==> config.mk <==
export PLATFORM = sky130hd
export DESIGN_NAME = pse_arith
export DESIGN_NICKNAME = d
export VERILOG_FILES = /design/src/design/pse_pkg.sv /design/src/design/pse_arith.sv
export SDC_FILE = /design/constraint.sdc
export NUM_CORES = 2
export LEC_CHECK = 0
export BUFFER_PORTS_ARGS = -buffer_cell sky130_fd_sc_hd__buf_2
export CORE_ASPECT_RATIO = 1.75
export CORE_MARGIN = 2
export CORE_UTILIZATION = 45
export CTS_CLUSTER_DIAMETER = 100
export DETAILED_ROUTE_END_ITERATION = 16
export SYNTH_ARGS = -nofsm -noshare
export SYNTH_HDL_FRONTEND = slang
export SYNTH_SLANG_ARGS = --single-unit
==> constraint.sdc <==
create_clock -name clock -period 12.4 [get_ports clock]
set_input_delay 2.48 -clock clock [delete_from_list [all_inputs] [get_ports clock]]
set_output_delay 2.48 -clock clock [all_outputs]
set_load 0.05 [all_outputs]
==> src/design/pse_pkg.sv <==
// shared types and constants of the postfix stack evaluator
// used by pse_arith, postfix_stack_evaluator_unit and its testbench; no dependencies
package pse_pkg;

   localparam int DATA_W          = 64;
   localparam int STACK_DEPTH_DEF = 64;

   localparam logic [2:0] OP_PUSH   = 3'd0;
   localparam logic [2:0] OP_ADD    = 3'd1;
   localparam logic [2:0] OP_SUB    = 3'd2;
   localparam logic [2:0] OP_MUL    = 3'd3;
   localparam logic [2:0] OP_DIV    = 3'd4;
   localparam logic [2:0] OP_MOD    = 3'd5;
   localparam logic [2:0] OP_FINISH = 3'd6;
   localparam logic [2:0] OP_UNUSED = 3'd7;

   localparam logic [2:0] ST_OK        = 3'd0;
   localparam logic [2:0] ST_MALFORMED = 3'd1;
   localparam logic [2:0] ST_OVERFLOW  = 3'd2;
   localparam logic [2:0] ST_DIVZERO   = 3'd3;
   localparam logic [2:0] ST_FULL      = 3'd4;

   typedef struct packed {
      logic start;
      logic is_div;
   } arith_cmd_type;

endpackage

==> src/design/pse_arith.sv <==
// iterative magnitude multiplier (four 32x32 partial products) and
// restoring divider (one quotient bit per cycle); uses pse_pkg
module pse_arith import pse_pkg::*; (
   input  logic                  clock,
   input  logic                  reset,
   input  arith_cmd_type         cmd,
   input  logic [DATA_W-1:0]     a_mag,
   input  logic [DATA_W-1:0]     b_mag,
   output logic                  done,
   output logic [2*DATA_W-1:0]   prod,
   output logic [DATA_W-1:0]     quo,
   output logic [DATA_W-1:0]     rem
);

   logic                busy_ff, busy_in;
   logic                done_ff, done_in;
   logic                is_div_ff, is_div_in;
   logic [5:0]          step_ff, step_in;
   logic [DATA_W-1:0]   a_ff, a_in;
   logic [DATA_W-1:0]   b_ff, b_in;
   logic [2*DATA_W-1:0] acc_ff, acc_in;
   logic [DATA_W-1:0]   quo_ff, quo_in;
   logic [DATA_W-1:0]   rem_ff, rem_in;

   logic [31:0]         a_half, b_half;
   logic [63:0]         pp;
   logic [6:0]          shamt;
   logic [DATA_W:0]     trial, diff;
   logic                ge;
   logic                last;

   always_comb begin
      a_half = step_ff[0] ? a_ff[63:32] : a_ff[31:0];
      b_half = step_ff[1] ? b_ff[63:32] : b_ff[31:0];
      pp     = a_half * b_half;
      shamt  = ({6'd0, step_ff[0]} + {6'd0, step_ff[1]}) << 5;
      trial  = {rem_ff, quo_ff[DATA_W-1]};
      diff   = trial - {1'b0, b_ff};
      ge     = (trial >= {1'b0, b_ff});
      last   = is_div_ff ? (step_ff == 6'd63) : (step_ff == 6'd3);

      busy_in   = busy_ff;
      done_in   = 1'b0;
      is_div_in = is_div_ff;
      step_in   = step_ff;
      a_in      = a_ff;
      b_in      = b_ff;
      acc_in    = acc_ff;
      quo_in    = quo_ff;
      rem_in    = rem_ff;
      if (cmd.start) begin
         busy_in   = 1'b1;
         is_div_in = cmd.is_div;
         step_in   = 6'd0;
         a_in      = a_mag;
         b_in      = b_mag;
         acc_in    = '0;
         quo_in    = a_mag;
         rem_in    = '0;
      end else if (busy_ff) begin
         if (is_div_ff) begin
            rem_in = ge ? diff[DATA_W-1:0] : trial[DATA_W-1:0];
            quo_in = {quo_ff[DATA_W-2:0], ge};
         end else begin
            acc_in = acc_ff + ({64'd0, pp} << shamt);
         end
         step_in = step_ff + 6'd1;
         if (last) begin
            busy_in = 1'b0;
            done_in = 1'b1;
         end
      end
   end

   always_ff @(posedge clock) begin
      if (reset) begin
         busy_ff <= 1'b0;
         done_ff <= 1'b0;
      end else begin
         busy_ff <= busy_in;
         done_ff <= done_in;
      end
      is_div_ff <= is_div_in;
      step_ff   <= step_in;
      a_ff      <= a_in;
      b_ff      <= b_in;
      acc_ff    <= acc_in;
      quo_ff    <= quo_in;
      rem_ff    <= rem_in;
   end

   assign done = done_ff;
   assign prod = acc_ff;
   assign quo  = quo_ff;
   assign rem  = rem_ff;

endmodule

## After elaboration in Yosys (flattened, before gate mapping)

Index checks and enable logic that the tools add are counted.

| cells by class | value |
|---|---|
| add/sub/neg operators | 4 |
| multipliers | 1 |
| $lt $le $gt $ge | 1 |
| equality and inequality tests | 2 |
| shift-type cells | 1 |
| mux-type cells | 11 |
| bitwise operators | 2 |
| reductions and logical operators | 6 |

Operators by type and width:

| cell | number |
|---|---|
| two-way mux 64 bit | 4 |
| adder 128 bit | 1 |
| << shifter 64 x 7 -> 128 bit | 1 |
| greater-or-equal comparator 65 x 64 -> 1 bit | 1 |
| multiplier 32 x 32 -> 64 bit | 1 |
| two-way mux 32 bit | 2 |
| subtractor 64 bit | 1 |
| adder 6 x 1 -> 6 bit (second input constant) | 1 |
| equality test 6 x 2 -> 1 bit (second input constant) | 1 |
| equality test 6 bit (second input constant) | 1 |
| AND reduction 2 bit | 3 |
| two-way mux 1 bit | 5 |
| nonzero test 2 bit | 2 |
| OR reduction 3 bit | 1 |
| adder 1 x 1 -> 2 bit | 1 |
| NOT 1 bit | 2 |

| word-level totals | value |
|---|---|
| register bits after elaboration | 393 |
| word-level logic and storage cells | 37 |

## Longest topological paths before layout

| logic depth | value |
|---|---|
| word-level depth | 5 |
| gate-level depth with buffers | 51 |
| gate-level depth less buffers | 47 |

## Worst setup path before layout

Ideal clock, no wire load.

| timing path | value |
|---|---|
| path kind | reg2reg |
| start | reg step_ff[0] |
| end | reg acc_ff[124], in the netlist prod[124] |
| library setup time | 127 ps |
| arrival time | 11625 ps |
| data required time | 12273 ps |
| setup slack | 648 ps |
| cell stages (with the launch flop) | 47 |
| path buffers | 5 |
| path through | dfxtp_1 > clkbuf_1 > clkbuf_1 > buf_1 > mux2i_1 > clkbuf_1 > nor2_1 > fa_1 > inv_1 > fa_1 > fa_1 > fa_1 > inv_1 > fa_1 > inv_1 > fa_1 > inv_1 > fa_1 > [11 not listed] > a221o_1 > a21oi_1 > xor2_1 > mux2i_1 > nor2b_1 > ha_1 > clkbuf_1 > nand4_1 > or4_1 > o31ai_1 > a2111oi_0 > nor2_1 > a21oi_2 > o31ai_2 > a211oi_1 > o41ai_2 > xnor2_1 > o21ai_1 |

| on the way | value |
|---|---|
| longest elaborated chain between the ends | 4 |
| elaborated cells on any way between the ends | 5 |
| those cells by class | 2 x add/sub; 1 x mul; 1 x shift; 1 x mux |

Ends and longest elaborated chain:

| what | RTL line | source |
|---|---|---|
| start: declaration | pse_arith.sv:18 | `logic [5:0] step_ff, step_in;` |
| start signal: assignment | pse_arith.sv:84 | `step_ff <= step_in;` |
| two-way mux 32 bit | pse_arith.sv:33 | `a_half = step_ff[0] ? a_ff[63:32] : a_ff[31:0];` |
| multiplier 32 x 32 -> 64 bit | pse_arith.sv:35 | `pp = a_half * b_half;` |
| << shifter 64 x 7 -> 128 bit (*) | pse_arith.sv:65 | `acc_in = acc_ff + ({64'd0, pp} << shamt);` |
| adder 128 bit (*) | pse_arith.sv:65 |  |
| end signal: assignment | pse_arith.sv:87 | `acc_ff <= acc_in;` |
| end: declaration | pse_arith.sv:21 | `logic [2*DATA_W-1:0] acc_ff, acc_in;` |

Every way passes the cells marked *; elsewhere a longest branch is shown, timed or not.
A chain may end at the register's enable or synchronous reset.

## Worst setup path after layout

| timing path | value |
|---|---|
| start | reg step_ff[0] |
| end | reg acc_ff[83], in the netlist prod[83] |

The elaborated chain is that of the path after synthesis.

==> results.txt <==
* Number of antenna violations at the first check in global routing: 14
- The synthesized netlist devotes 15.2% of its cell area to simple gates.
- Setup repair after global routing missed its margin: yes
* Instance count along the most critical hold path: 2
- Required time worst endpoint: 12.96 ns
- Worst Reg-to-Reg Cells: 44
- Post-Synth XOR/XNOR Area: 3.57%
* Min-delay worst type: reg -> reg
- In this run the tightest slew margin relative to its limit is 18.2%.
- Register bit count reported by yosys: 393
- Sequential share of the synthesized area: 16.5%
- 389 I/O pins were placed.
* Worst Tran Pin Value: 1.22 ns
- Endpoint of the worst hold-timing path: prod[122]$_SDFFE_PP0P_
- The longest clock path from root to sink contains 3 buffers.
* WL final: 245,000 microns
* Worst r2r dst: prod[83]$_SDFFE_PP0P_
- Fraction of registers with async set/reset: 0%
- For this run, design rule violations remaining after detail routing come to 0.
* Worst EP arrival: 12.59 ns
- For this run, the top clock speed supported by timing is 83.1 MHz.
- Max-cap violations in this run came to 0.
- Dividing the final minimum period by the clock period gives 97.0%.
* Crit path launch type: flop
- Clock buffers created by TritonCTS: 46
- Commonest non-fill, non-tap cell in the layout: inv_1
- Met1 Resource Use GR: 35.4%
* Combinational family with the most area after synthesis: adder cells
* Synth top area cells: fa_1 30%, edfxtp_1 9.8%, ha_1 9.6%
- The run finished with clean final reports.
- Wire length of the first global-routing pass: 361,000 microns
- Entering global routing, the biggest net connects 93 pins.
- After clock tree synthesis, the clock-pin slew on the worst setup and hold paths is 0.07 ns.
* Cell taking the most area after synthesis: fa_1
- Syn_nets: 8,384
* CTS tree: done
- Setup slack on the worst reg-to-reg path comes out at 0.37 ns.
* Initial core utilization: 45.2%
- Average size of a mapped cell: 8.60 sq um
* Critical path start-end classification: reg -> reg
- DRT Pass-1 Iters: 5
- Counting both buffers and inverters, the worst setup path holds a total of 10.
- The HPWL after detailed placement is 207,000 microns.
- Total via count after detailed routing: 53,400
* Detailed-route wire length per cell: 26.3 microns
- Area fraction of the dominant cell type after synthesis: 30.3%
- Count of H-tree levels built during CTS: 2
- In the synthesized netlist, the number of instances is 6,899.
* Count of buffers from port buffering: 388
- Grouping stages by cell kind, the critical path spends the most delay in adder cells.
* Cell with the most instances on the worst path: fa_1
* Critical Path Max Stage Delay: 0.59 ns
- Adding up every negative setup slack in the final design gives 0 ns.
- Counting distinct cell types in the post-synthesis netlist gives 91.
- Leaving out fill and tap cells, the most frequent cells in the layout are 984 x inv_1, 949 x nand2_1, 896 x fa_1, 794 x nor2_1, 562 x buf_4.
- Synthesis warning total: 0
- Origin of the worst min-delay path: prod[122]$_SDFFE_PP0P_
- Post-detailed-route via-to-cell ratio: 5.73
- The worst register-to-register path begins at step_ff[0]$_SDFFE_PP0P_.
- For this block, the initial DRC count from the detailed router was 3,170.
- The synthesized design contains 193 enable-type register cells.
* Critical path fanouts, max: 10
- Layer with the highest usage after global routing: met2
- The core region is 0.131 sq mm.
- RePlAce Congestion: 1.02
* Relative area change from synthesis to final layout: 17.2%
* Detail Route Antenna Nets: 0
* X dimension of the die: 278 microns
- Multiplexer share of the synthesized area: 3.62%
- Post-CTS Hold Buffers: 0
* Die area: 0.135 sq mm
* Min Tclk post-route: 12.03 ns
- Met3 capacity usage during global routing: 5.66%
- The worst setup path is captured at a flop.
- Post-Synth Adder-Cell Area: 39.9%
* Number of setup violations in the final report: 0
* Cell Rows: 176
- Global routing used 36.4% of the available tracks across all layers.
* Vertical die dimension: 484 microns
* Hold violation count in the final report: 0
* Clock Latency Late Sink: 0.70 ns
* Grt total ovfl: 0
- Number of cells on the critical path: 44
* Skew final: 0.0768 ns
- Slowest cell on crit path: fa_1
- The number of max-slew violations in the final report is 0.
- The via count of the first global-routing pass was 57,700.
- Post-synthesis instance area: 0.0593 sq mm
* Grt met2 use: 65.1%
- Root cell of the clock tree: clkbuf_16
- The synthesized netlist devotes 12.5% of its cell area to compound gates.
* Final layout net count: 9,075
- Cells with a size suffix above 1 make up 17.1% of the layout.
- The tree built by TritonCTS fans out to 393 sinks.
- Most used flip-flop cell after synthesis: dfxtp_1
[cell families (layout without fill, tap and decap cells)]
group / Yosys count / in the layout
fa+ha+maj: 1353 / 1353
simple gates: 2140 / 2140
compound gates: 1210 / 1210
xor+xnor: 242 / 242
mux: 202 / 202
other cells: 0 / 9
flops: 393 / 393
buf+inv: 1359 / 2088
[synthesized netlist by cell type, types with 31 or more instances]
library cell  number
a21o_1           151
a21oi_1          402
and2_1            43
clkbuf_1         327
dfxtp_1          200
edfxtp_1         193
fa_1             898
ha_1             455
inv_1            985
mux2_2           101
mux2i_1          101
nand2_1          949
nand2b_1          31
nand3_1           54
nand4_1           93
nor2_1           798
nor2b_1           49
o21a_1            46
o21ai_0          179
o21ai_1          140
o21bai_1          62
o22ai_1           31
xnor2_1          139
xor2_1           103
[worst register-to-register path: cells and delay by family, from the launching register on]
family                     cells  cell delay, ns
AOI/OAI and AO/OA             16            3.71
xor gates and xnor gates       2            0.35
adders and majority gates     10            4.63
buffers and inverters         10            1.38
DFF                            1            0.41
muxes                          1            0.57
and+or+nand+nor                5            0.86
[registers in the layout (all words and copies together), names as in the netlist]
signal	cells
rem	64
is_div_ff	1
busy_ff	1
prod	128
done	1
quo	64
step_ff	6
b_ff	64
a_ff	64
[area by class of cell]
class | instances | area [sq um]
Inverter | 987 | 3710
Clock inverter | 35 | 443
Sequential cell | 393 | 9810
Timing Repair Buffer | 1015 | 7450
Clock buffer | 51 | 1190
Multi-Input combinational cell | 5147 | 44800
Tap cell | 1691 | 2120
Fill cell | 12500 | 61700
Antenna cell | 9 | 22.5
[routing by layer]
layer,part of all wire [%],vias to the layer above
li1,-,23700
met1,32,26600
met2,50,2276
met3,6.0,936
met4,12,6
met5,0.017,-
[stage by stage]
step                      setup WS [ns]  hold WS, ns  instance area, sq um  std cells  utilization, %
final                             0.366        0.464                 69500       9328            53.0
after global routing           -0.00729        0.496                 69500       9324            53.0
after CTS                        0.0280        0.467                 69100       9308            52.7
after detailed placement         -0.208        0.457                 67500       9222            51.4
after global placement           -0.218        0.450                 67500       9222            51.4
after floorplan                   0.648        0.466                 59300       6899               -
[timing repair]
item / CTS / global route
gates resized for setup: 6 / 45
setup buffers: 0 / 9
hold endpoints to repair: 0 / 0
setup endpoints to repair: 4 / 36
pin swaps: 0 / 11
cloned: 0 / 2
[worst max path at each step]
stage,from,endpoint,slack (ns)
6_report,step_ff[0]$_SDFFE_PP0P_,prod[83]$_SDFFE_PP0P_,0.37
5_1_grt,step_ff[0]$_SDFFE_PP0P_,prod[125]$_SDFFE_PP0P_,-0.007
4_1_cts,step_ff[1]$_SDFFE_PP0P_,prod[127]$_SDFFE_PP0P_,0.03
3_5_place_dp,step_ff[0]$_SDFFE_PP0P_,prod[127]$_SDFFE_PP0P_,-0.21
3_3_place_gp,step_ff[0]$_SDFFE_PP0P_,prod[127]$_SDFFE_PP0P_,-0.22
2_1_floorplan,step_ff[0]$_SDFFE_PP0P_,prod[124]$_SDFFE_PP0P_,0.65
Power is not shown: default switching activity piles up to over one toggle a cycle in this logic, so the estimate is an artifact.
